## src/sv/ambient_light_lux_convert_top_macros.svh

```systemverilog
// Assertion helpers shared by the lux converter modules.
// Every macro samples on clk and is disabled while rst_n is low.
`ifndef AMBIENT_LIGHT_LUX_CONVERT_TOP_MACROS_SVH
`define AMBIENT_LIGHT_LUX_CONVERT_TOP_MACROS_SVH

// Same-cycle implication
`define ALC_ASSERT_SAME(lbl, ante, cons) \
  lbl: assert property (@(posedge clk) disable iff (!rst_n) (ante) |-> (cons)) \
    else $error("alc assertion failed");

// Next-cycle implication
`define ALC_ASSERT_NEXT(lbl, ante, cons) \
  lbl: assert property (@(posedge clk) disable iff (!rst_n) (ante) |=> (cons)) \
    else $error("alc assertion failed");

`endif

```

## src/sv/alc_pkg.sv

```systemverilog
package alc_pkg;

  localparam int POW_TABLE_DEPTH = 64;
  localparam int LUX_FRAC_BITS   = 10;
  localparam int COEF_Q          = 24;
  localparam int CNT_W           = 16;
  localparam int LUX_W           = 21;
  localparam int REGION_W        = 3;

  // quotient width of the table index, numerator width of the index division
  localparam int KW    = $clog2(POW_TABLE_DEPTH + 1);
  localparam int NUM_W = CNT_W + $clog2(4 * POW_TABLE_DEPTH) + 1;
  localparam int DIV_W = NUM_W + KW + 1;

  localparam int PROD_W   = 37;
  localparam int ROUND_SH = COEF_Q - LUX_FRAC_BITS;

  localparam int QUEUE_DEPTH = 4;
  localparam int QPTR_W      = $clog2(QUEUE_DEPTH);
  localparam int QCNT_W      = $clog2(QUEUE_DEPTH + 1);

  // region codes
  localparam logic [REGION_W-1:0] REGION_POW  = 3'd0;
  localparam logic [REGION_W-1:0] REGION_MIX1 = 3'd1;
  localparam logic [REGION_W-1:0] REGION_MIX2 = 3'd2;
  localparam logic [REGION_W-1:0] REGION_MIX3 = 3'd3;
  localparam logic [REGION_W-1:0] REGION_ZERO = 3'd4;

  // Q0.24 coefficients
  localparam logic [20:0] K_R0_B = 21'd510027;
  localparam logic [20:0] K_R0_P = 21'd1040187;
  localparam logic [20:0] K_R1_B = 21'd375810;
  localparam logic [20:0] K_R1_I = 21'd520094;
  localparam logic [20:0] K_R2_B = 21'd214748;
  localparam logic [20:0] K_R2_I = 21'd256691;
  localparam logic [20:0] K_R3_B = 21'd24495;
  localparam logic [20:0] K_R3_I = 21'd18790;

  localparam logic [LUX_W-1:0] LUX_MAX = {LUX_W{1'b1}};

  typedef struct packed {
    logic [CNT_W-1:0]    bb;
    logic [CNT_W-1:0]    ir;
    logic [REGION_W-1:0] region;
    logic [KW-1:0]       k;
  } alc_item_t;

  typedef logic [COEF_Q-1:0] pow_tab_t [0:POW_TABLE_DEPTH];

  function automatic logic [63:0] fifth_q24(input logic [63:0] y);
    logic [63:0] y2;
    logic [63:0] y4;
    y2 = (y * y) >> COEF_Q;
    y4 = (y2 * y2) >> COEF_Q;
    return (y4 * y) >> COEF_Q;
  endfunction

  // ratio^1.4 over ratio = k/(2*depth), built at elaboration
  function automatic pow_tab_t build_pow_tab();
    pow_tab_t    tab;
    logic [63:0] xq;
    logic [63:0] x2;
    logic [63:0] y;
    logic [63:0] cand;
    for (int k = 0; k <= POW_TABLE_DEPTH; k++) begin
      xq = (64'(k) << COEF_Q) / (2 * POW_TABLE_DEPTH);
      x2 = (xq * xq) >> COEF_Q;
      y  = '0;
      for (int bt = COEF_Q - 1; bt >= 0; bt--) begin
        cand = y | (64'd1 << bt);
        if (fifth_q24(cand) <= x2) begin
          y = cand;
        end
      end
      tab[k] = COEF_Q'((xq * y) >> COEF_Q);
    end
    return tab;
  endfunction

  localparam pow_tab_t POW_TAB = build_pow_tab();

endpackage

```

## src/sv/alc_queue.sv

```systemverilog
`include "ambient_light_lux_convert_top_macros.svh"

module alc_queue (
  input  logic               clk,
  input  logic               rst_n,
  input  logic               push,
  input  alc_pkg::alc_item_t push_item,
  input  logic               pop,
  output alc_pkg::alc_item_t pop_item,
  output logic               full,
  output logic               empty
);

  alc_pkg::alc_item_t                mem_r [0:alc_pkg::QUEUE_DEPTH-1];
  logic [alc_pkg::QPTR_W-1:0]        wr_r;
  logic [alc_pkg::QPTR_W-1:0]        rd_r;
  logic [alc_pkg::QCNT_W-1:0]        cnt_r;

  function automatic logic [alc_pkg::QCNT_W-1:0] QCNT_INC(input logic x);
    return {{(alc_pkg::QCNT_W-1){1'b0}}, x};
  endfunction

  assign full     = cnt_r == alc_pkg::QCNT_W'(alc_pkg::QUEUE_DEPTH);
  assign empty    = cnt_r == '0;
  assign pop_item = mem_r[rd_r];

  // pointers and fill count
  always_ff @(posedge clk) begin
    if (!rst_n) begin
      wr_r  <= '0;
      rd_r  <= '0;
      cnt_r <= '0;
    end else begin
      if (push) wr_r <= wr_r + 1'b1;
      if (pop)  rd_r <= rd_r + 1'b1;
      cnt_r <= cnt_r + QCNT_INC(push) - QCNT_INC(pop);
    end
  end

  always_ff @(posedge clk) begin
    if (push) mem_r[wr_r] <= push_item;
  end

  `ALC_ASSERT_SAME(a_queue_flow, (push && full) || (pop && empty), 1'b0)

endmodule

```

## config.mk

```make
export PLATFORM = sky130hd
export DESIGN_NAME = alc_queue
export DESIGN_NICKNAME = d
export VERILOG_FILES = /design/src/sv/alc_pkg.sv /design/src/sv/alc_queue.sv
export VERILOG_INCLUDE_DIRS = /design/src /design/src/sv
export SDC_FILE = /design/constraint.sdc
export NUM_CORES = 1
export LEC_CHECK = 0
export BUFFER_PORTS_ARGS = -buffer_cell sky130_fd_sc_hd__buf_2
export CAP_MARGIN = 0
export CORE_UTILIZATION = 33
export DETAILED_ROUTE_END_ITERATION = 8
export SLEW_MARGIN = 20
export SYNTH_ARGS = -nofsm -noshare
export SYNTH_HDL_FRONTEND = slang
export SYNTH_SLANG_ARGS = --single-unit
```

## constraint.sdc

```tcl
create_clock -name clk -period 5.4 [get_ports clk]
set_input_delay 0 -clock clk [delete_from_list [all_inputs] [get_ports clk]]
set_output_delay 0 -clock clk [all_outputs]
set_load 0.01 [all_outputs]
```

==> impl_metrics.toml <==
[logic_synthesis]
syn_nets = 316
synth_xor_area_frac = 0.00630
synthesis.area_mm2 = 0.00656
yosysTopAreaCellShare = 0.769
synth-main-ff-cell = "edfxtp_1"
synth_cells = 263
yosysTopAreaCell = "edfxtp_1"
synth_edf_count = 168
synth_seq_cells = 177
ys_seq_area_frac = 0.797
synth_compound_area_frac = 0.00229
yosys-top-cells-count = "edfxtp_1 (168), mux4_2 (40), dfxtp_1 (9)"
ys_types = 21
synth_top_family_by_area = "multiplexers"
synth_warnings = 0
async_reset_ff_frac = 0
synthSimpleGateAreaFrac = 0.0115
synthTopCellsByArea = "edfxtp_1 (77%), mux4_2 (14%), dfxtp_1 (2.7%), buf_12 (1.2%), ha_1 (1.1%)"
synthAdderAreaFrac = 0.0145
yosysMostFrequentCell = "edfxtp_1"
avgSynthCellArea_um2 = 24.9
synth_mux_area_frac = 0.147

[min_path]
whs_endpoint = "mem_r[2][3]$_DFFE_PP_"
hold_depth = 2
min_from = "push_item[3]"
hp-class = "in2reg"

[worst_setup_path]
worstSetupPathType = "reg2out"
startpoint_type = "flip-flop"
critPathBufInv = 1
path_cells = "mux4_1, buf_2"
critical_path_arrival_ns = 2.20
slowest_delay_ns = 0.91
r2r-end = "cnt_r[2]$_SDFF_PN0_"
r2r_slack_ns = 3.64
endpoint_kind = "output pin"
worstReg2RegStart = "cnt_r[0]$_SDFF_PN0_"
r2r_cells = 7
crit_fanout = 42
slowest_stage = "dfxtp_4"
path_delay_family = "flip-flops"
worstPathRequired_ns = 5.40

[run_status]
status = "complete, no violations"

[floorplanning]
dieArea_mm2 = 0.0204
start_util = 0.337
fp.dieW_um = 143
rows = 51
ioPinCount = 90
core-area_mm2 = 0.0195
dieHeight_um = 143

[routing]
drc = 0
vias = 3019
final_antenna_net_count = 0
via_per_inst = 4.40
drt_iter0_markers = 221
wl_per_cell_um = 17.0
wirelength_mm = 11.6
drt_pre_antenna_iters = 4

[cts]
root_buffer = "clkbuf_16"
worstSkewPairLatency_ns = 0.42
cts_tree = "built"
cts_repair_resize_count = 0
cts_setup_buffers = 0
path_clk_slew_ns = 0.06
htreeDepth = 4
numCtsBuffers = 17
cts_sinks = 177
cts_buffer_depth = 2

[power]
p_int_mw = 2.47
p_sw_uw = 689
swShare = 0.218
p_leak_nw = 2.84
vdd_drop_max_mv = 0.233
comb_power_share = 0.094
pwr-share-seq = 0.513
clockPowerShare = 0.393
pwr_density_cell_mw_per_mm2 = 381

[sta]
worst_pin_slew_ns = 0.857
min_period_over_period = 0.407
period_needed_ns = 2.20
tns_ns = 0
rsz0062_at_grt = "no"
finalSetupViolCount = 0
drv_slew = 0
hold_viol = 0
fmax_mhz = 455
relSlewSlack = 0.429
worst_clock_skew_ns = 0.00608

[finish]
finalNonFillerCells = 686
area_growth_pct = 26.6
drive_gt1_frac = 0.399
fin_nets = 459
final_area_mm2 = 0.00830
nFillCells = 1690

[grt]
antenna_found_initial = 1
gr-usage-all-layers = 0.124
grt_max_degree = 43
grt_pass1_vias = 3315
grt_pass1_wl_mm = 18.1
gr-total-overflow = 0

[placed_design]
place_area_mm2 = 0.00724
io_buffers = 89
post-place-cells = 607
dp_hpwl_mm = 6.91
gp_congestion = 0.676

[job]
drv_cap = 0
[cell families after synthesis]
group           Yosys count
fa+ha+maj                 7
compound gates            2
xor+xnor                  3
mux                      43
flops                   177
simple gates             14
buf+inv                  17
[registers in the layout, indices dropped and copies added, names as in the netlist, named ones only]
signal	flops
mem_r	168
cnt_r	3
rd_r	2
wr_r	2
[power by group through the flow]
| stage | combinational, mW | clock [mW] | sequential (mW) |
|---|---|---|---|
| 3_5_place_dp | 0.276 | 0 | 1.66 |
| 4_1_cts | 0.304 | 1.27 | 1.63 |
| 2_1_floorplan | 0.199 | 0 | 1.62 |
| 5_1_grt | 0.327 | 1.31 | 1.63 |
| 3_3_place_gp | 0.271 | 0 | 1.65 |
| 6_report | 0.296 | 1.24 | 1.62 |
[worst register-to-register path: stages, from the launching register on]
cell and delay [ns]:
dfxtp_1 0.33, inv_1 0.06, ha_1 0.26, inv_1 0.04
ha_1 0.18, fa_1 0.38, xor3_1 0.38, nor2_1 0.04
[timing repair]
item                                   4_1_cts  5_1_grt
endpoints found under the hold margin      177        0
setup endpoints to repair                    0        0
hold buffers                                45        0
[layout make-up]
| cell class | instances | area (um2) | area share |
|---|---|---|---|
| clock inverter | 15 | 181 | 0.0219 |
| sequential | 177 | 5230 | 0.631 |
| inverter | 7 | 26.3 | 0.00317 |
| clock buffer | 17 | 425 | 0.0513 |
| multi-input combinational | 69 | 1200 | 0.145 |
| timing repair buffer | 134 | 896 | 0.108 |
| tap | 265 | 332 | 0.0400 |
| antenna | 2 | 5.00 | 0.000603 |
[how the worst max path moves through the flow]
| stage | end | slack, ns | cells after the start |
|---|---|---|---|
| final | pop_item[41] | 3.20 | 2 |
| after global routing | pop_item[41] | 2.99 | 2 |
| after CTS | pop_item[38] | 3.10 | 2 |
| after detailed placement | pop_item[38] | 3.57 | 2 |
| after global placement | mem_r[2][1]$_DFFE_PP_ | 3.49 | 3 |
| after floorplan | mem_r[2][0]$_DFFE_PP_ | 3.44 | 3 |
[cell usage in the layout, fill, tap and decap left out]
cell | netlist | routed
buf_2 | 4 | 89
mux2i_1 | 1 | 1
edfxtp_1 | 168 | 168
and3_1 | 1 | 1
clkinv_1 | 0 | 1
bufinv_16 | 0 | 3
fa_1 | 1 | 1
and2_1 | 6 | 2
inv_1 | 7 | 7
dlygate4sd3_1 | 0 | 45
nor3_1 | 1 | 1
inv_6 | 0 | 5
xnor2_1 | 2 | 2
a21bo_2 | 1 | 1
clkinvlp_4 | 0 | 1
diode_2 | 0 | 2
and2_4 | 0 | 4
nand3b_1 | 1 | 1
clkinv_2 | 0 | 2
clkbuf_16 | 0 | 17
a21oi_1 | 1 | 1
mux4_2 | 40 | 40
ha_1 | 6 | 6
dfxtp_1 | 9 | 7
clkinv_4 | 0 | 3
dfxtp_4 | 0 | 2
mux4_1 | 2 | 2
nor2_1 | 5 | 5
xor3_1 | 1 | 1
[metal layers]
metal  wire length, um  vias up  track usage
met5                 0        -            0
met4               148        0       0.0549
met3               851       14       0.0480
met2              5520       85        0.191
met1              5120     1530        0.154
li1                  -     1390            -
[through the flow]
| step | util | setup slack (ns) | power, mW | hold WS, ns |
|---|---|---|---|---|
| 5_1_grt | 0.426 | 2.99 | 3.27 | 0.322 |
| 2_1_floorplan | - | 3.44 | 1.82 | 0.0989 |
| 3_5_place_dp | 0.372 | 3.57 | 1.93 | 0.218 |
| 6_report | 0.426 | 3.20 | 3.16 | 0.327 |
| 3_3_place_gp | 0.371 | 3.49 | 1.92 | 0.209 |
| 4_1_cts | 0.426 | 3.10 | 3.20 | 0.309 |
Power figures use the tool's default switching activity.
