`config.mk`:
```
export PLATFORM = sky130hd
export DESIGN_NAME = alc_back
export DESIGN_NICKNAME = d
export VERILOG_FILES = /design/src/sv/alc_pkg.sv /design/src/sv/alc_back.sv
export VERILOG_INCLUDE_DIRS = /design/src /design/src/sv
export SDC_FILE = /design/constraint.sdc
export NUM_CORES = 2
export LEC_CHECK = 0
export BUFFER_PORTS_ARGS = -buffer_cell sky130_fd_sc_hd__clkbuf_2
export CORE_MARGIN = 10
export CORE_UTILIZATION = 50
export CTS_CLUSTER_DIAMETER = 60
export DETAILED_ROUTE_END_ITERATION = 16
export GPL_ROUTABILITY_DRIVEN = 0
export PLACE_DENSITY = 0.67
export SYNTH_ARGS = -nofsm -noshare
export SYNTH_HDL_FRONTEND = slang
export SYNTH_SLANG_ARGS = --single-unit
```
`constraint.sdc`:
```
create_clock -name clk -period 10 [get_ports clk]
set_input_delay 2 -clock clk [delete_from_list [all_inputs] [get_ports clk]]
set_output_delay 2 -clock clk [all_outputs]
set_load 0.05 [all_outputs]
```
`src/sv/ambient_light_lux_convert_top_macros.svh`:
```
// Assertion helpers shared by the lux converter modules.
// Every macro samples on clk and is disabled while rst_n is low.
`ifndef AMBIENT_LIGHT_LUX_CONVERT_TOP_MACROS_SVH
`define AMBIENT_LIGHT_LUX_CONVERT_TOP_MACROS_SVH

// Same-cycle implication
`define ALC_ASSERT_SAME(lbl, ante, cons) \
  lbl: assert property (@(posedge clk) disable iff (!rst_n) (ante) |-> (cons)) \
    else $error("alc assertion failed");

// Next-cycle implication
`define ALC_ASSERT_NEXT(lbl, ante, cons) \
  lbl: assert property (@(posedge clk) disable iff (!rst_n) (ante) |=> (cons)) \
    else $error("alc assertion failed");

`endif

```
`src/sv/alc_pkg.sv`:
```
package alc_pkg;

  localparam int POW_TABLE_DEPTH = 64;
  localparam int LUX_FRAC_BITS   = 10;
  localparam int COEF_Q          = 24;
  localparam int CNT_W           = 16;
  localparam int LUX_W           = 21;
  localparam int REGION_W        = 3;

  // quotient width of the table index, numerator width of the index division
  localparam int KW    = $clog2(POW_TABLE_DEPTH + 1);
  localparam int NUM_W = CNT_W + $clog2(4 * POW_TABLE_DEPTH) + 1;
  localparam int DIV_W = NUM_W + KW + 1;

  localparam int PROD_W   = 37;
  localparam int ROUND_SH = COEF_Q - LUX_FRAC_BITS;

  localparam int QUEUE_DEPTH = 4;
  localparam int QPTR_W      = $clog2(QUEUE_DEPTH);
  localparam int QCNT_W      = $clog2(QUEUE_DEPTH + 1);

  // region codes
  localparam logic [REGION_W-1:0] REGION_POW  = 3'd0;
  localparam logic [REGION_W-1:0] REGION_MIX1 = 3'd1;
  localparam logic [REGION_W-1:0] REGION_MIX2 = 3'd2;
  localparam logic [REGION_W-1:0] REGION_MIX3 = 3'd3;
  localparam logic [REGION_W-1:0] REGION_ZERO = 3'd4;

  // Q0.24 coefficients
  localparam logic [20:0] K_R0_B = 21'd510027;
  localparam logic [20:0] K_R0_P = 21'd1040187;
  localparam logic [20:0] K_R1_B = 21'd375810;
  localparam logic [20:0] K_R1_I = 21'd520094;
  localparam logic [20:0] K_R2_B = 21'd214748;
  localparam logic [20:0] K_R2_I = 21'd256691;
  localparam logic [20:0] K_R3_B = 21'd24495;
  localparam logic [20:0] K_R3_I = 21'd18790;

  localparam logic [LUX_W-1:0] LUX_MAX = {LUX_W{1'b1}};

  typedef struct packed {
    logic [CNT_W-1:0]    bb;
    logic [CNT_W-1:0]    ir;
    logic [REGION_W-1:0] region;
    logic [KW-1:0]       k;
  } alc_item_t;

  typedef logic [COEF_Q-1:0] pow_tab_t [0:POW_TABLE_DEPTH];

  function automatic logic [63:0] fifth_q24(input logic [63:0] y);
    logic [63:0] y2;
    logic [63:0] y4;
    y2 = (y * y) >> COEF_Q;
    y4 = (y2 * y2) >> COEF_Q;
    return (y4 * y) >> COEF_Q;
  endfunction

  // ratio^1.4 over ratio = k/(2*depth), built at elaboration
  function automatic pow_tab_t build_pow_tab();
    pow_tab_t    tab;
    logic [63:0] xq;
    logic [63:0] x2;
    logic [63:0] y;
    logic [63:0] cand;
    for (int k = 0; k <= POW_TABLE_DEPTH; k++) begin
      xq = (64'(k) << COEF_Q) / (2 * POW_TABLE_DEPTH);
      x2 = (xq * xq) >> COEF_Q;
      y  = '0;
      for (int bt = COEF_Q - 1; bt >= 0; bt--) begin
        cand = y | (64'd1 << bt);
        if (fifth_q24(cand) <= x2) begin
          y = cand;
        end
      end
      tab[k] = COEF_Q'((xq * y) >> COEF_Q);
    end
    return tab;
  endfunction

  localparam pow_tab_t POW_TAB = build_pow_tab();

endpackage

```
`src/sv/alc_back.sv`:
```
`include "ambient_light_lux_convert_top_macros.svh"

module alc_back (
  input  logic                         clk,
  input  logic                         rst_n,
  input  logic                         q_empty,
  input  alc_pkg::alc_item_t           q_item,
  output logic                         q_pop,
  output logic                         out_valid,
  input  logic                         out_ready,
  output logic [alc_pkg::LUX_W-1:0]    lux,
  output logic [alc_pkg::REGION_W-1:0] region
);

  localparam int PW = alc_pkg::PROD_W;

  logic                          be;
  logic                          v1_r, v2_r, v3_r, vo_r;
  logic [alc_pkg::CNT_W-1:0]     bb1_r, ir1_r;
  logic [alc_pkg::COEF_Q-1:0]    t1_r;
  logic [alc_pkg::REGION_W-1:0]  rg1_r, rg2_r, rg3_r, rgo_r;
  logic [39:0]                   pbt2_r;
  logic [PW-1:0]                 pos2_r, negl2_r, pos3_r, neg3_r;
  logic [alc_pkg::LUX_W-1:0]     luxo_r;
  logic [20:0]                   kb, ki;
  logic [60:0]                   p0_full;
  logic [PW-1:0]                 diff;
  logic [PW:0]                   rnd;
  logic [PW-alc_pkg::ROUND_SH:0] shd;
  logic [alc_pkg::LUX_W-1:0]     lux_nxt;

  assign be        = !vo_r || out_ready;
  assign q_pop     = be && !q_empty;
  assign out_valid = vo_r;
  assign lux       = luxo_r;
  assign region    = rgo_r;

  // coefficients per region
  always_comb begin
    case (rg1_r)
      alc_pkg::REGION_POW:  begin kb = alc_pkg::K_R0_B; ki = '0; end
      alc_pkg::REGION_MIX1: begin kb = alc_pkg::K_R1_B; ki = alc_pkg::K_R1_I; end
      alc_pkg::REGION_MIX2: begin kb = alc_pkg::K_R2_B; ki = alc_pkg::K_R2_I; end
      alc_pkg::REGION_MIX3: begin kb = alc_pkg::K_R3_B; ki = alc_pkg::K_R3_I; end
      default:              begin kb = '0; ki = '0; end
    endcase
  end

  // second product of the power term, and rounding of the difference
  always_comb begin
    p0_full = 61'(pbt2_r) * 61'(alc_pkg::K_R0_P);
    diff    = pos3_r - neg3_r;
    rnd     = (PW+1)'(diff) + ((PW+1)'(1) << (alc_pkg::ROUND_SH - 1));
    shd     = (PW-alc_pkg::ROUND_SH+1)'(rnd >> alc_pkg::ROUND_SH);
    if (pos3_r <= neg3_r) begin
      lux_nxt = '0;
    end else if (shd > (PW-alc_pkg::ROUND_SH+1)'(alc_pkg::LUX_MAX)) begin
      lux_nxt = alc_pkg::LUX_MAX;
    end else begin
      lux_nxt = alc_pkg::LUX_W'(shd);
    end
  end

  // stage valids
  always_ff @(posedge clk) begin
    if (!rst_n) begin
      v1_r <= 1'b0;
      v2_r <= 1'b0;
      v3_r <= 1'b0;
      vo_r <= 1'b0;
    end else if (be) begin
      v1_r <= q_pop;
      v2_r <= v1_r;
      v3_r <= v2_r;
      vo_r <= v3_r;
    end
  end

  // datapath: table read, products, power product, round and clamp
  always_ff @(posedge clk) begin
    if (be) begin
      bb1_r   <= q_item.bb;
      ir1_r   <= q_item.ir;
      rg1_r   <= q_item.region;
      t1_r    <= alc_pkg::POW_TAB[q_item.k];
      pbt2_r  <= 40'(bb1_r) * 40'(t1_r);
      pos2_r  <= PW'(bb1_r) * PW'(kb);
      negl2_r <= PW'(ir1_r) * PW'(ki);
      rg2_r   <= rg1_r;
      pos3_r  <= pos2_r;
      neg3_r  <= (rg2_r == alc_pkg::REGION_POW) ? p0_full[60:alc_pkg::COEF_Q] : negl2_r;
      rg3_r   <= rg2_r;
      luxo_r  <= lux_nxt;
      rgo_r   <= rg3_r;
    end
  end

  `ALC_ASSERT_SAME(a_back_zero, vo_r && rgo_r == alc_pkg::REGION_ZERO, luxo_r == '0)

endmodule

```
==> impl_metrics.toml <==
[floorplan]
initial_core_util = 0.505
dieArea_um2 = 132000
io_pins = 72
die_height_um = 363
die_w_um = 363
fp.coreArea_um2 = 116000
core.rowCount = 125

[setup_path]
path_cells = "nor2b_4 > nand2_1 > o21ai_0 > fa_1 > fa_1 > fa_1 > fa_1 > fa_1 > inv_1 > fa_1 > inv_1 > ha_1 > and3_1 > nand2_1 > o31ai_1 > a31o_2 > nor4_1 > o41ai_1 > a21o_1 > a21oi_1 > nand3b_1 > o2111a_1 > a211o_1"
crit_required_ns = 10.32
reg2reg_to = "negl2_r[35]"
reg2reg_depth = 23
critPathCapture = "negl2_r[35]"
end_kind = "flop"
worst_setup_path_start_kind = "flop"
slowest_stage = "nor2b_4"
crit_fanout = 47
critical_path_class = "flop to flop"
slowest_delay_ns = 0.97
reg2reg_slack_ns = 1.00
arrival_ns = 9.32
timing.rr.start = "rg1_r[2]"
worst_path_most_repeated_cell = "fa_1"
crit_start = "rg1_r[2]"

[finish]
final_cell_mix = "inv_1 (1,608), fa_1 (1,194), ha_1 (639)"
drive_gt1_frac = 0.0368
final_common_cell = "inv_1"
utilization = 0.532
insertedDiodeCount = 0
fin_nets = 7828
synthToLayoutAreaGrowth_pct = 5.31

[sta]
relSlewSlack = 0.204
setup_ws_ns = 1.00
hold_violations = 0
worst_slew_pin_slew_ns = 1.19
finalCritPeriodShare = 0.900
fin_crit_ns = 9.00
rsz0062_at_grt = "no"
fin_hold_ws_ns = 0.417
fin_worst_skew_ns = 0.0397
setup_violations = 0
finalSetupTns_ns = 0
max_freq_mhz = 111
finalMaxSlewViolations = 0

[clock_tree]
cts_resized = 0
ctsHoldBuffers = 0
clkSinkCount = 280
postCtsSetupRepairBufs = 0
cts_max_level = 2
clock_latency_ns = 0.59
cts_buffer_depth = 3
tritoncts = "yes"
root_buffer = "clkbuf_16"
cts_buffers = 34
cts.clk_slew.worst_paths_ns = 0.06

[logic_synthesis]
yosys_warnings = 0
yosys.area_share.simple = 0.100
synth.area.mux_share = 0.00309
synth_edf_count = 276
syn_area_um2 = 58700
synthXorXnorAreaFrac = 0.0226
synth_compound_area_frac = 0.0754
syn-num-nets = 7840
synthFlopType = "edfxtp_1"
ys_types = 86
synth_top_family_by_area = "adder cells"
synthCells = 5961
avgSynthCellArea_um2 = 9.85
synth-adder-area-share = 0.543
async_reset_ff_frac = 0
ys_seq_area_frac = 0.142
synth-seq-cells = 280

[route]
routed_wl_um = 148000
first_pass_iters = 10
vias = 40326
avgViaCountPerCell = 5.38
drc = 0
ant_nets = 0
detail_route.iter0.violations = 3354
wire_per_inst_um = 19.7

[global_route]
gr-total-overflow = 0
grt_max_degree = 94
grt_pass1_wl_um = 240000
grt_pass1_vias = 43686
track_usage = 0.230
antenna_found_initial = 1

[placed_design]
dpl.hpwl_um = 125000
dp_slack_ns = 1.13
numPortBuffers = 71

[run]
cap_viol_max_count = 0

[min_path]
hold_path_class = "flop to flop"

[run_status]
status = "completed"
[registers in the layout (all words and copies together) (netlist names), 16 cells and up]
name / cells
t1_r: 23
bb1_r: 16
negl2_r: 37
pos2_r: 37
neg3_r: 37
lux: 21
ir1_r: 16
pos3_r: 37
pbt2_r: 40
[final cells by class]
type                            instances  area [µm²]
Tap cell                             1524        1910
Timing Repair Buffer                  107         626
Inverter                             1610        6050
Fill cell                           10432       54500
Clock inverter                         25         298
Clock buffer                           37         862
Sequential cell                       280        8370
Multi-Input combinational cell       3916       43700
[how the worst min path moves through the flow]
stage,end,start,depth (start not counted)
final,pos3_r[23],pos2_r[23],0
after CTS,pos3_r[20],pos2_r[20],0
after global placement,pos3_r[17],pos2_r[17],0
after global routing,region[1],rg3_r[1],0
after detailed placement,pos3_r[20],pos2_r[20],0
after floorplan,pos3_r[0],pos2_r[0],0
[cell families after synthesis]
kind of cell	after synthesis
muxes	13
DFF	280
xor gates and xnor gates	151
adders and majority gates	1833
and+or+nand+nor	1240
AOI/OAI and AO/OA	679
buffers and inverters	1765
[routing by layer]
metal / track usage / routed length, µm / up-vias
met5: 0 / 0 / -
met4: 0.0537 / 3790 / 0
met3: 0.0510 / 12600 / 256
met2: 0.369 / 68300 / 1562
met1: 0.317 / 62800 / 20168
li1: - / - / 18340
[synthesized netlist by cell type, types with 83 or more instances]
cell / instances / area [µm²]
a21oi_1: 197 / 986
and2_1: 211 / 1320
xnor2_1: 97 / 850
clkbuf_1: 140 / 526
nand2_1: 500 / 1880
a21o_1: 83 / 623
edfxtp_1: 276 / 8290
inv_1: 1609 / 6040
fa_1: 1194 / 23900
nor2_1: 223 / 837
ha_1: 639 / 8000
o21ai_0: 143 / 716
[worst max-delay path: cells and delay by family (launching register included)]
kind                       cells  cell delay (ns)
DFF                            1             0.55
AOI/OAI and AO/OA              8             2.97
buffers and inverters          2             0.09
adders and majority gates      7             3.32
and+or+nand+nor                6             1.78
[per-stage QoR]
step	instance area (µm²)	instances
floorplan	58700	5961
global placement	60700	7437
detailed placement	60700	7437
CTS	61900	7499
global route	61900	7499
finish	61900	7499
Power is left out: the tool's default activity adds up to more than one toggle a clock period on the data nets, which glitch-free logic cannot reach.
