File: src/sv/ambient_light_lux_convert_top_macros.svh
// Assertion helpers shared by the lux converter modules.
// Every macro samples on clk and is disabled while rst_n is low.
`ifndef AMBIENT_LIGHT_LUX_CONVERT_TOP_MACROS_SVH
`define AMBIENT_LIGHT_LUX_CONVERT_TOP_MACROS_SVH

// Same-cycle implication
`define ALC_ASSERT_SAME(lbl, ante, cons) \
  lbl: assert property (@(posedge clk) disable iff (!rst_n) (ante) |-> (cons)) \
    else $error("alc assertion failed");

// Next-cycle implication
`define ALC_ASSERT_NEXT(lbl, ante, cons) \
  lbl: assert property (@(posedge clk) disable iff (!rst_n) (ante) |=> (cons)) \
    else $error("alc assertion failed");

`endif

File: src/sv/alc_pkg.sv
package alc_pkg;

  localparam int POW_TABLE_DEPTH = 64;
  localparam int LUX_FRAC_BITS   = 10;
  localparam int COEF_Q          = 24;
  localparam int CNT_W           = 16;
  localparam int LUX_W           = 21;
  localparam int REGION_W        = 3;

  // quotient width of the table index, numerator width of the index division
  localparam int KW    = $clog2(POW_TABLE_DEPTH + 1);
  localparam int NUM_W = CNT_W + $clog2(4 * POW_TABLE_DEPTH) + 1;
  localparam int DIV_W = NUM_W + KW + 1;

  localparam int PROD_W   = 37;
  localparam int ROUND_SH = COEF_Q - LUX_FRAC_BITS;

  localparam int QUEUE_DEPTH = 4;
  localparam int QPTR_W      = $clog2(QUEUE_DEPTH);
  localparam int QCNT_W      = $clog2(QUEUE_DEPTH + 1);

  // region codes
  localparam logic [REGION_W-1:0] REGION_POW  = 3'd0;
  localparam logic [REGION_W-1:0] REGION_MIX1 = 3'd1;
  localparam logic [REGION_W-1:0] REGION_MIX2 = 3'd2;
  localparam logic [REGION_W-1:0] REGION_MIX3 = 3'd3;
  localparam logic [REGION_W-1:0] REGION_ZERO = 3'd4;

  // Q0.24 coefficients
  localparam logic [20:0] K_R0_B = 21'd510027;
  localparam logic [20:0] K_R0_P = 21'd1040187;
  localparam logic [20:0] K_R1_B = 21'd375810;
  localparam logic [20:0] K_R1_I = 21'd520094;
  localparam logic [20:0] K_R2_B = 21'd214748;
  localparam logic [20:0] K_R2_I = 21'd256691;
  localparam logic [20:0] K_R3_B = 21'd24495;
  localparam logic [20:0] K_R3_I = 21'd18790;

  localparam logic [LUX_W-1:0] LUX_MAX = {LUX_W{1'b1}};

  typedef struct packed {
    logic [CNT_W-1:0]    bb;
    logic [CNT_W-1:0]    ir;
    logic [REGION_W-1:0] region;
    logic [KW-1:0]       k;
  } alc_item_t;

  typedef logic [COEF_Q-1:0] pow_tab_t [0:POW_TABLE_DEPTH];

  function automatic logic [63:0] fifth_q24(input logic [63:0] y);
    logic [63:0] y2;
    logic [63:0] y4;
    y2 = (y * y) >> COEF_Q;
    y4 = (y2 * y2) >> COEF_Q;
    return (y4 * y) >> COEF_Q;
  endfunction

  // ratio^1.4 over ratio = k/(2*depth), built at elaboration
  function automatic pow_tab_t build_pow_tab();
    pow_tab_t    tab;
    logic [63:0] xq;
    logic [63:0] x2;
    logic [63:0] y;
    logic [63:0] cand;
    for (int k = 0; k <= POW_TABLE_DEPTH; k++) begin
      xq = (64'(k) << COEF_Q) / (2 * POW_TABLE_DEPTH);
      x2 = (xq * xq) >> COEF_Q;
      y  = '0;
      for (int bt = COEF_Q - 1; bt >= 0; bt--) begin
        cand = y | (64'd1 << bt);
        if (fifth_q24(cand) <= x2) begin
          y = cand;
        end
      end
      tab[k] = COEF_Q'((xq * y) >> COEF_Q);
    end
    return tab;
  endfunction

  localparam pow_tab_t POW_TAB = build_pow_tab();

endpackage

File: src/sv/alc_front.sv
`include "ambient_light_lux_convert_top_macros.svh"

module alc_front (
  input  logic                   clk,
  input  logic                   rst_n,
  input  logic                   in_valid,
  output logic                   in_ready,
  input  logic [alc_pkg::CNT_W-1:0] bb_in,
  input  logic [alc_pkg::CNT_W-1:0] ir_in,
  input  logic                   q_full,
  output logic                   q_push,
  output alc_pkg::alc_item_t     q_item
);

  localparam int KW = alc_pkg::KW;

  logic [KW:0]                      v_r;
  logic [alc_pkg::CNT_W-1:0]        bb_r  [0:KW];
  logic [alc_pkg::CNT_W-1:0]        ir_r  [0:KW];
  logic [alc_pkg::REGION_W-1:0]     rg_r  [0:KW];
  logic [alc_pkg::NUM_W-1:0]        rem_r [0:KW];
  logic [KW-1:0]                    q_r   [0:KW];
  logic [alc_pkg::NUM_W-1:0]        rem_nxt [1:KW];
  logic [KW-1:0]                    q_nxt   [1:KW];
  logic [alc_pkg::REGION_W-1:0]     rg_in;
  logic [alc_pkg::NUM_W-1:0]        num_in;
  logic                             fe;
  logic                             accept;

  // whole front advances unless the last stage is blocked by a full queue
  assign fe       = !v_r[KW] || !q_full;
  assign in_ready = fe;
  assign accept   = in_valid && fe;
  assign q_push   = v_r[KW] && !q_full;
  assign q_item   = '{bb: bb_r[KW], ir: ir_r[KW], region: rg_r[KW], k: q_r[KW]};

  // region classification by exact cross-multiplication
  always_comb begin
    logic [23:0] b24;
    logic [23:0] i24;
    b24 = 24'(bb_in);
    i24 = 24'(ir_in);
    if (bb_in == '0 || 24'd10 * i24 > 24'd13 * b24) begin
      rg_in = alc_pkg::REGION_ZERO;
    end else if (ir_in != '0 && 24'd2 * i24 <= b24) begin
      rg_in = alc_pkg::REGION_POW;
    end else if (24'd100 * i24 <= 24'd61 * b24) begin
      rg_in = alc_pkg::REGION_MIX1;
    end else if (24'd5 * i24 <= 24'd4 * b24) begin
      rg_in = alc_pkg::REGION_MIX2;
    end else begin
      rg_in = alc_pkg::REGION_MIX3;
    end
    num_in = alc_pkg::NUM_W'(ir_in) * alc_pkg::NUM_W'(4 * alc_pkg::POW_TABLE_DEPTH)
           + alc_pkg::NUM_W'(bb_in);
  end

  // one quotient bit per stage: (4*D*ir + b) / (2*b)
  always_comb begin
    logic [alc_pkg::DIV_W-1:0] dv;
    logic [alc_pkg::DIV_W-1:0] rx;
    for (int s = 1; s <= KW; s++) begin
      dv = alc_pkg::DIV_W'({bb_r[s-1], 1'b0}) << (KW - s);
      rx = alc_pkg::DIV_W'(rem_r[s-1]);
      q_nxt[s] = q_r[s-1];
      if (rx >= dv) begin
        rem_nxt[s] = alc_pkg::NUM_W'(rx - dv);
        q_nxt[s][KW-s] = 1'b1;
      end else begin
        rem_nxt[s] = rem_r[s-1];
      end
    end
  end

  // stage valids
  always_ff @(posedge clk) begin
    if (!rst_n) begin
      v_r <= '0;
    end else if (fe) begin
      v_r <= {v_r[KW-1:0], accept};
    end
  end

  // stage payload
  always_ff @(posedge clk) begin
    if (fe) begin
      bb_r[0]  <= bb_in;
      ir_r[0]  <= ir_in;
      rg_r[0]  <= rg_in;
      rem_r[0] <= num_in;
      q_r[0]   <= '0;
      for (int s = 1; s <= KW; s++) begin
        bb_r[s]  <= bb_r[s-1];
        ir_r[s]  <= ir_r[s-1];
        rg_r[s]  <= rg_r[s-1];
        rem_r[s] <= rem_nxt[s];
        q_r[s]   <= q_nxt[s];
      end
    end
  end

  `ALC_ASSERT_NEXT(a_front_hold, v_r[KW] && q_full, v_r[KW])
  `ALC_ASSERT_SAME(a_front_kmax, v_r[KW] && rg_r[KW] == alc_pkg::REGION_POW,
                   32'(q_r[KW]) <= alc_pkg::POW_TABLE_DEPTH)

endmodule

File: config.mk
export PLATFORM = sky130hd
export DESIGN_NAME = alc_front
export DESIGN_NICKNAME = d
export VERILOG_FILES = /design/src/sv/alc_pkg.sv /design/src/sv/alc_front.sv
export VERILOG_INCLUDE_DIRS = /design/src /design/src/sv
export SDC_FILE = /design/constraint.sdc
export NUM_CORES = 1
export LEC_CHECK = 0
export ABC_AREA = 1
export BUFFER_PORTS_ARGS = -buffer_cell sky130_fd_sc_hd__buf_4
export CORE_UTILIZATION = 30
export DETAILED_ROUTE_END_ITERATION = 12
export GPL_TIMING_DRIVEN = 1
export HOLD_SLACK_MARGIN = 0.08
export SETUP_SLACK_MARGIN = 0.3
export SLEW_MARGIN = 20
export SYNTH_ARGS = -nofsm -noshare
export SYNTH_HDL_FRONTEND = slang
export SYNTH_SLANG_ARGS = --single-unit
File: constraint.sdc
create_clock -name clk -period 13.4 [get_ports clk]
set_clock_uncertainty 0.15 [all_clocks]
set_input_delay 1.34 -clock clk [delete_from_list [all_inputs] [get_ports clk]]
set_output_delay 1.34 -clock clk [all_outputs]
set_load 0.005 [all_outputs]
==> reports/results.tsv <==
metric	value	unit
status	completed	
Chip Width	317	um
Primary FF master, synth	edfxtp_1	
Arr. time, crit path	6.08	ns
Setup TNS	0	ns
total gr overflow	0	
Final Hold Viols	0	
Worst R2R Path Depth	4	
total wire length	67900	um
Final WS setup	7.55	ns
Unique masters post-synth	57	
pwr/cell area	195	nW/um^2
hold path endpoint	q_r[0][26]$_DFFE_PN_	
fmax	171	MHz
commonest cells after routing, fill and taps aside	nand2_1, edfxtp_1, inv_1	
final setup fails	0	
period utilization	43.7	%
flop and latch count out of synthesis	456	
CTS root buffer	clkbuf_16	
die area	101000	sq um
hold buffers post-CTS	0	
Worst-path clk slew	0.06	ns
number of max-cap violations	0	
synthesis-to-finish area growth	12.0	%
vias in the first global route	20500	
Mapped Cells	2967	
R2R setup slack	9.54	ns
final hold slack	0.240	ns
number of buffers created by CTS	51	
Switching Fraction	39.0	%
CTS tree	built	
R2R Path Start	v_r[7]$_SDFFE_PN0N_	
VDD IR max	86.5	uV
clk buf depth	3	
Synth warnings	0	
clk sinks	456	
total power	6.50	mW
hold depth	0	
Mapped Area	29800	sq um
ANT nets after route	0	
setup bufs post-CTS	0	
leakage power	15.0	nW
critical hold path startpoint	q_r[0][19]$_DFFE_PN_	
core region area	98400	sq um
DR pass1 iterations	5	
ys async rst share	0	%
share of layout cells above drive strength 1	6.82	%
P_sw	2.54	mW
Clk Latency, worst-skew pair	0.63	ns
largest net degree at the start of global routing	176	
dpl hpwl	53200	um
Initial Util	30.3	%
nets	3520	
Remaining DRCs	0	
Crit Path Class	in -> reg	
# rows	115	
clock share of power	22.2	%
Gate power share	44.3	%
Ant. Diodes	0	
minimum clock period	5.85	ns
htree depth	2	
total global-route track usage	13.6	%
first-pass GRT wire length	108000	um
Boundary Pins	80	
worst slack, placed	6.87	ns
CP Max Fanout	8	
RSZ-0062 raised after global routing	false	
Routability Congestion	0.893	
Worst EP required	13.63	ns
Reg power frac	33.5	%
number of DRC markers in iteration 0	1146	
Slew Limit Fails	0	
Syn Nets	3437	
HP Class	reg -> reg	
fillers	9945	
port bufs	79	
antenna violations before repair	0	
per-cell routed wire length	15.5	um
vias	20400	
Seq/Total Area, Yosys	45.7	%
Internal Power	3.96	mW
actual slew at the worst max-slew pin	1.06	ns
Die Y	317	um
# resized after CTS	0	
Synth Area per Inst	10.0	sq um
Critical R2R Capture	ir_r[1][2]$_DFFE_PN_	
Max-slew headroom	29.1	%
type of origin of the critical path	primary input	
commonest non-fill, non-tap cell in the layout	nand2_1	
Post-synth EDFFs	448	
vias per cell	4.66	
crit path capture type	register	
==> critical path, stage by stage <==
cell	delay, ns
buf_4	0.15
inv_1	0.14
fa_1	0.50
inv_1	0.06
fa_1	0.54
inv_1	0.06
fa_1	0.53
inv_1	0.04
ha_1	0.35
nand2_1	0.07
o21ai_0	0.49
a31oi_1	0.22
o21ai_0	0.25
xnor2_1	0.10
ha_1	0.29
nand2_1	0.08
nor2_1	0.14
nand2_1	0.06
nor2_1	0.08
nand2_1	0.06
nand2_1	0.07
nand2_1	0.05
nand2_1	0.06
nand4_1	0.08
nand2_1	0.07
nand2_1	0.06
nor2_1	0.10
nor2_1	0.05
==> registers in the layout, summed over array words and instances, names as in the netlist <==
name / cells
rem_r: 140
rg_r: 24
v_r: 8
ir_r: 128
q_r: 28
bb_r: 128
==> stage by stage <==
stage                     util [%]  cell area (sq um)  std cells
after floorplan                  -              29800       2967
after global placement        32.2              31700       4284
after detailed placement      32.2              31700       4284
after CTS                     33.9              33400       4379
after global routing          33.9              33400       4379
final                         33.9              33400       4379
==> how the worst max path moves through the flow <==
stage | startpoint | endpoint | slack [ns] | cells past startpoint
after floorplan | q_full | v_r[6]$_SDFFE_PN0N_ | 4.93 | 4
after global placement | bb_in[3] | rg_r[0][0]$_SDFFCE_PP0N_ | 6.89 | 28
after detailed placement | bb_in[3] | rg_r[0][0]$_SDFFCE_PP0N_ | 6.87 | 28
after CTS | bb_in[3] | rg_r[0][0]$_SDFFCE_PP0N_ | 7.56 | 28
after global routing | bb_in[2] | rg_r[0][0]$_SDFFCE_PP0N_ | 7.12 | 28
final | bb_in[3] | rg_r[0][0]$_SDFFCE_PP0N_ | 7.55 | 28
==> layer usage <==
layer  vias up  global-route usage [%]  part of all wire, %
met3       133                    1.95                  3.1
met2       322                    24.9                   51
met5         -                       0                    0
li1      10300                       -                    -
met4         0                    6.09                  4.4
met1      9648                    15.7                   42
==> synth_stat cells (7+ instances only) <==
library cell | count | area share, %
dfxtp_1 | 8 | 0.54
edfxtp_1 | 448 | 45
a211oi_1 | 7 | 0.18
ha_1 | 360 | 15
nor4_1 | 18 | 0.38
or2_2 | 12 | 0.25
a21o_1 | 23 | 0.58
nor3_1 | 29 | 0.49
buf_4 | 39 | 0.98
o21ai_1 | 29 | 0.49
o21bai_1 | 13 | 0.33
nand4_1 | 41 | 0.86
a31oi_1 | 12 | 0.25
inv_1 | 436 | 5.5
o211ai_1 | 7 | 0.18
fa_1 | 74 | 5.0
nand3_1 | 90 | 1.5
o21ai_2 | 11 | 0.32
nor2_1 | 157 | 2.0
o21ai_0 | 131 | 2.2
xnor2_1 | 73 | 2.1
nand2_1 | 569 | 7.2
xor2_1 | 88 | 2.6
a21oi_1 | 212 | 3.6
==> layout make-up <==
| type | instances | area, sq um | area share, % |
|---|---|---|---|
| Clock buffer | 57 | 1300 | 3.89 |
| Clock inverter | 38 | 444 | 1.33 |
| Inverter | 438 | 1650 | 4.95 |
| Multi-Input combinational cell | 2018 | 14100 | 42.3 |
| Sequential cell | 456 | 13600 | 40.8 |
| Tap cell | 1287 | 1610 | 4.82 |
| Timing Repair Buffer | 85 | 651 | 1.95 |
==> cell families (layout without fill, tap and decap cells) <==
group,Yosys count,after routing,synth area share [%]
AND/OR/NAND/NOR,939,939,13.2
buffers and inverters,493,618,7.00
AO/OA/AOI/OAI,484,484,9.30
flip-flops,456,456,45.7
adder cells (fa/ha/maj),434,434,20.1
XOR/XNOR,161,161,4.73
==> power by group through the flow <==
stage / Sequential [mW] / Clock (mW) / Combinational [mW]
finish: 2.18 / 1.44 / 2.88
global route: 2.21 / 1.55 / 3.28
CTS: 2.18 / 1.50 / 2.89
detailed placement: 2.21 / 0 / 2.87
global placement: 2.20 / 0 / 2.85
floorplan: 2.12 / 0 / 2.20
Note: power is estimated with default switching activity, not from simulation.
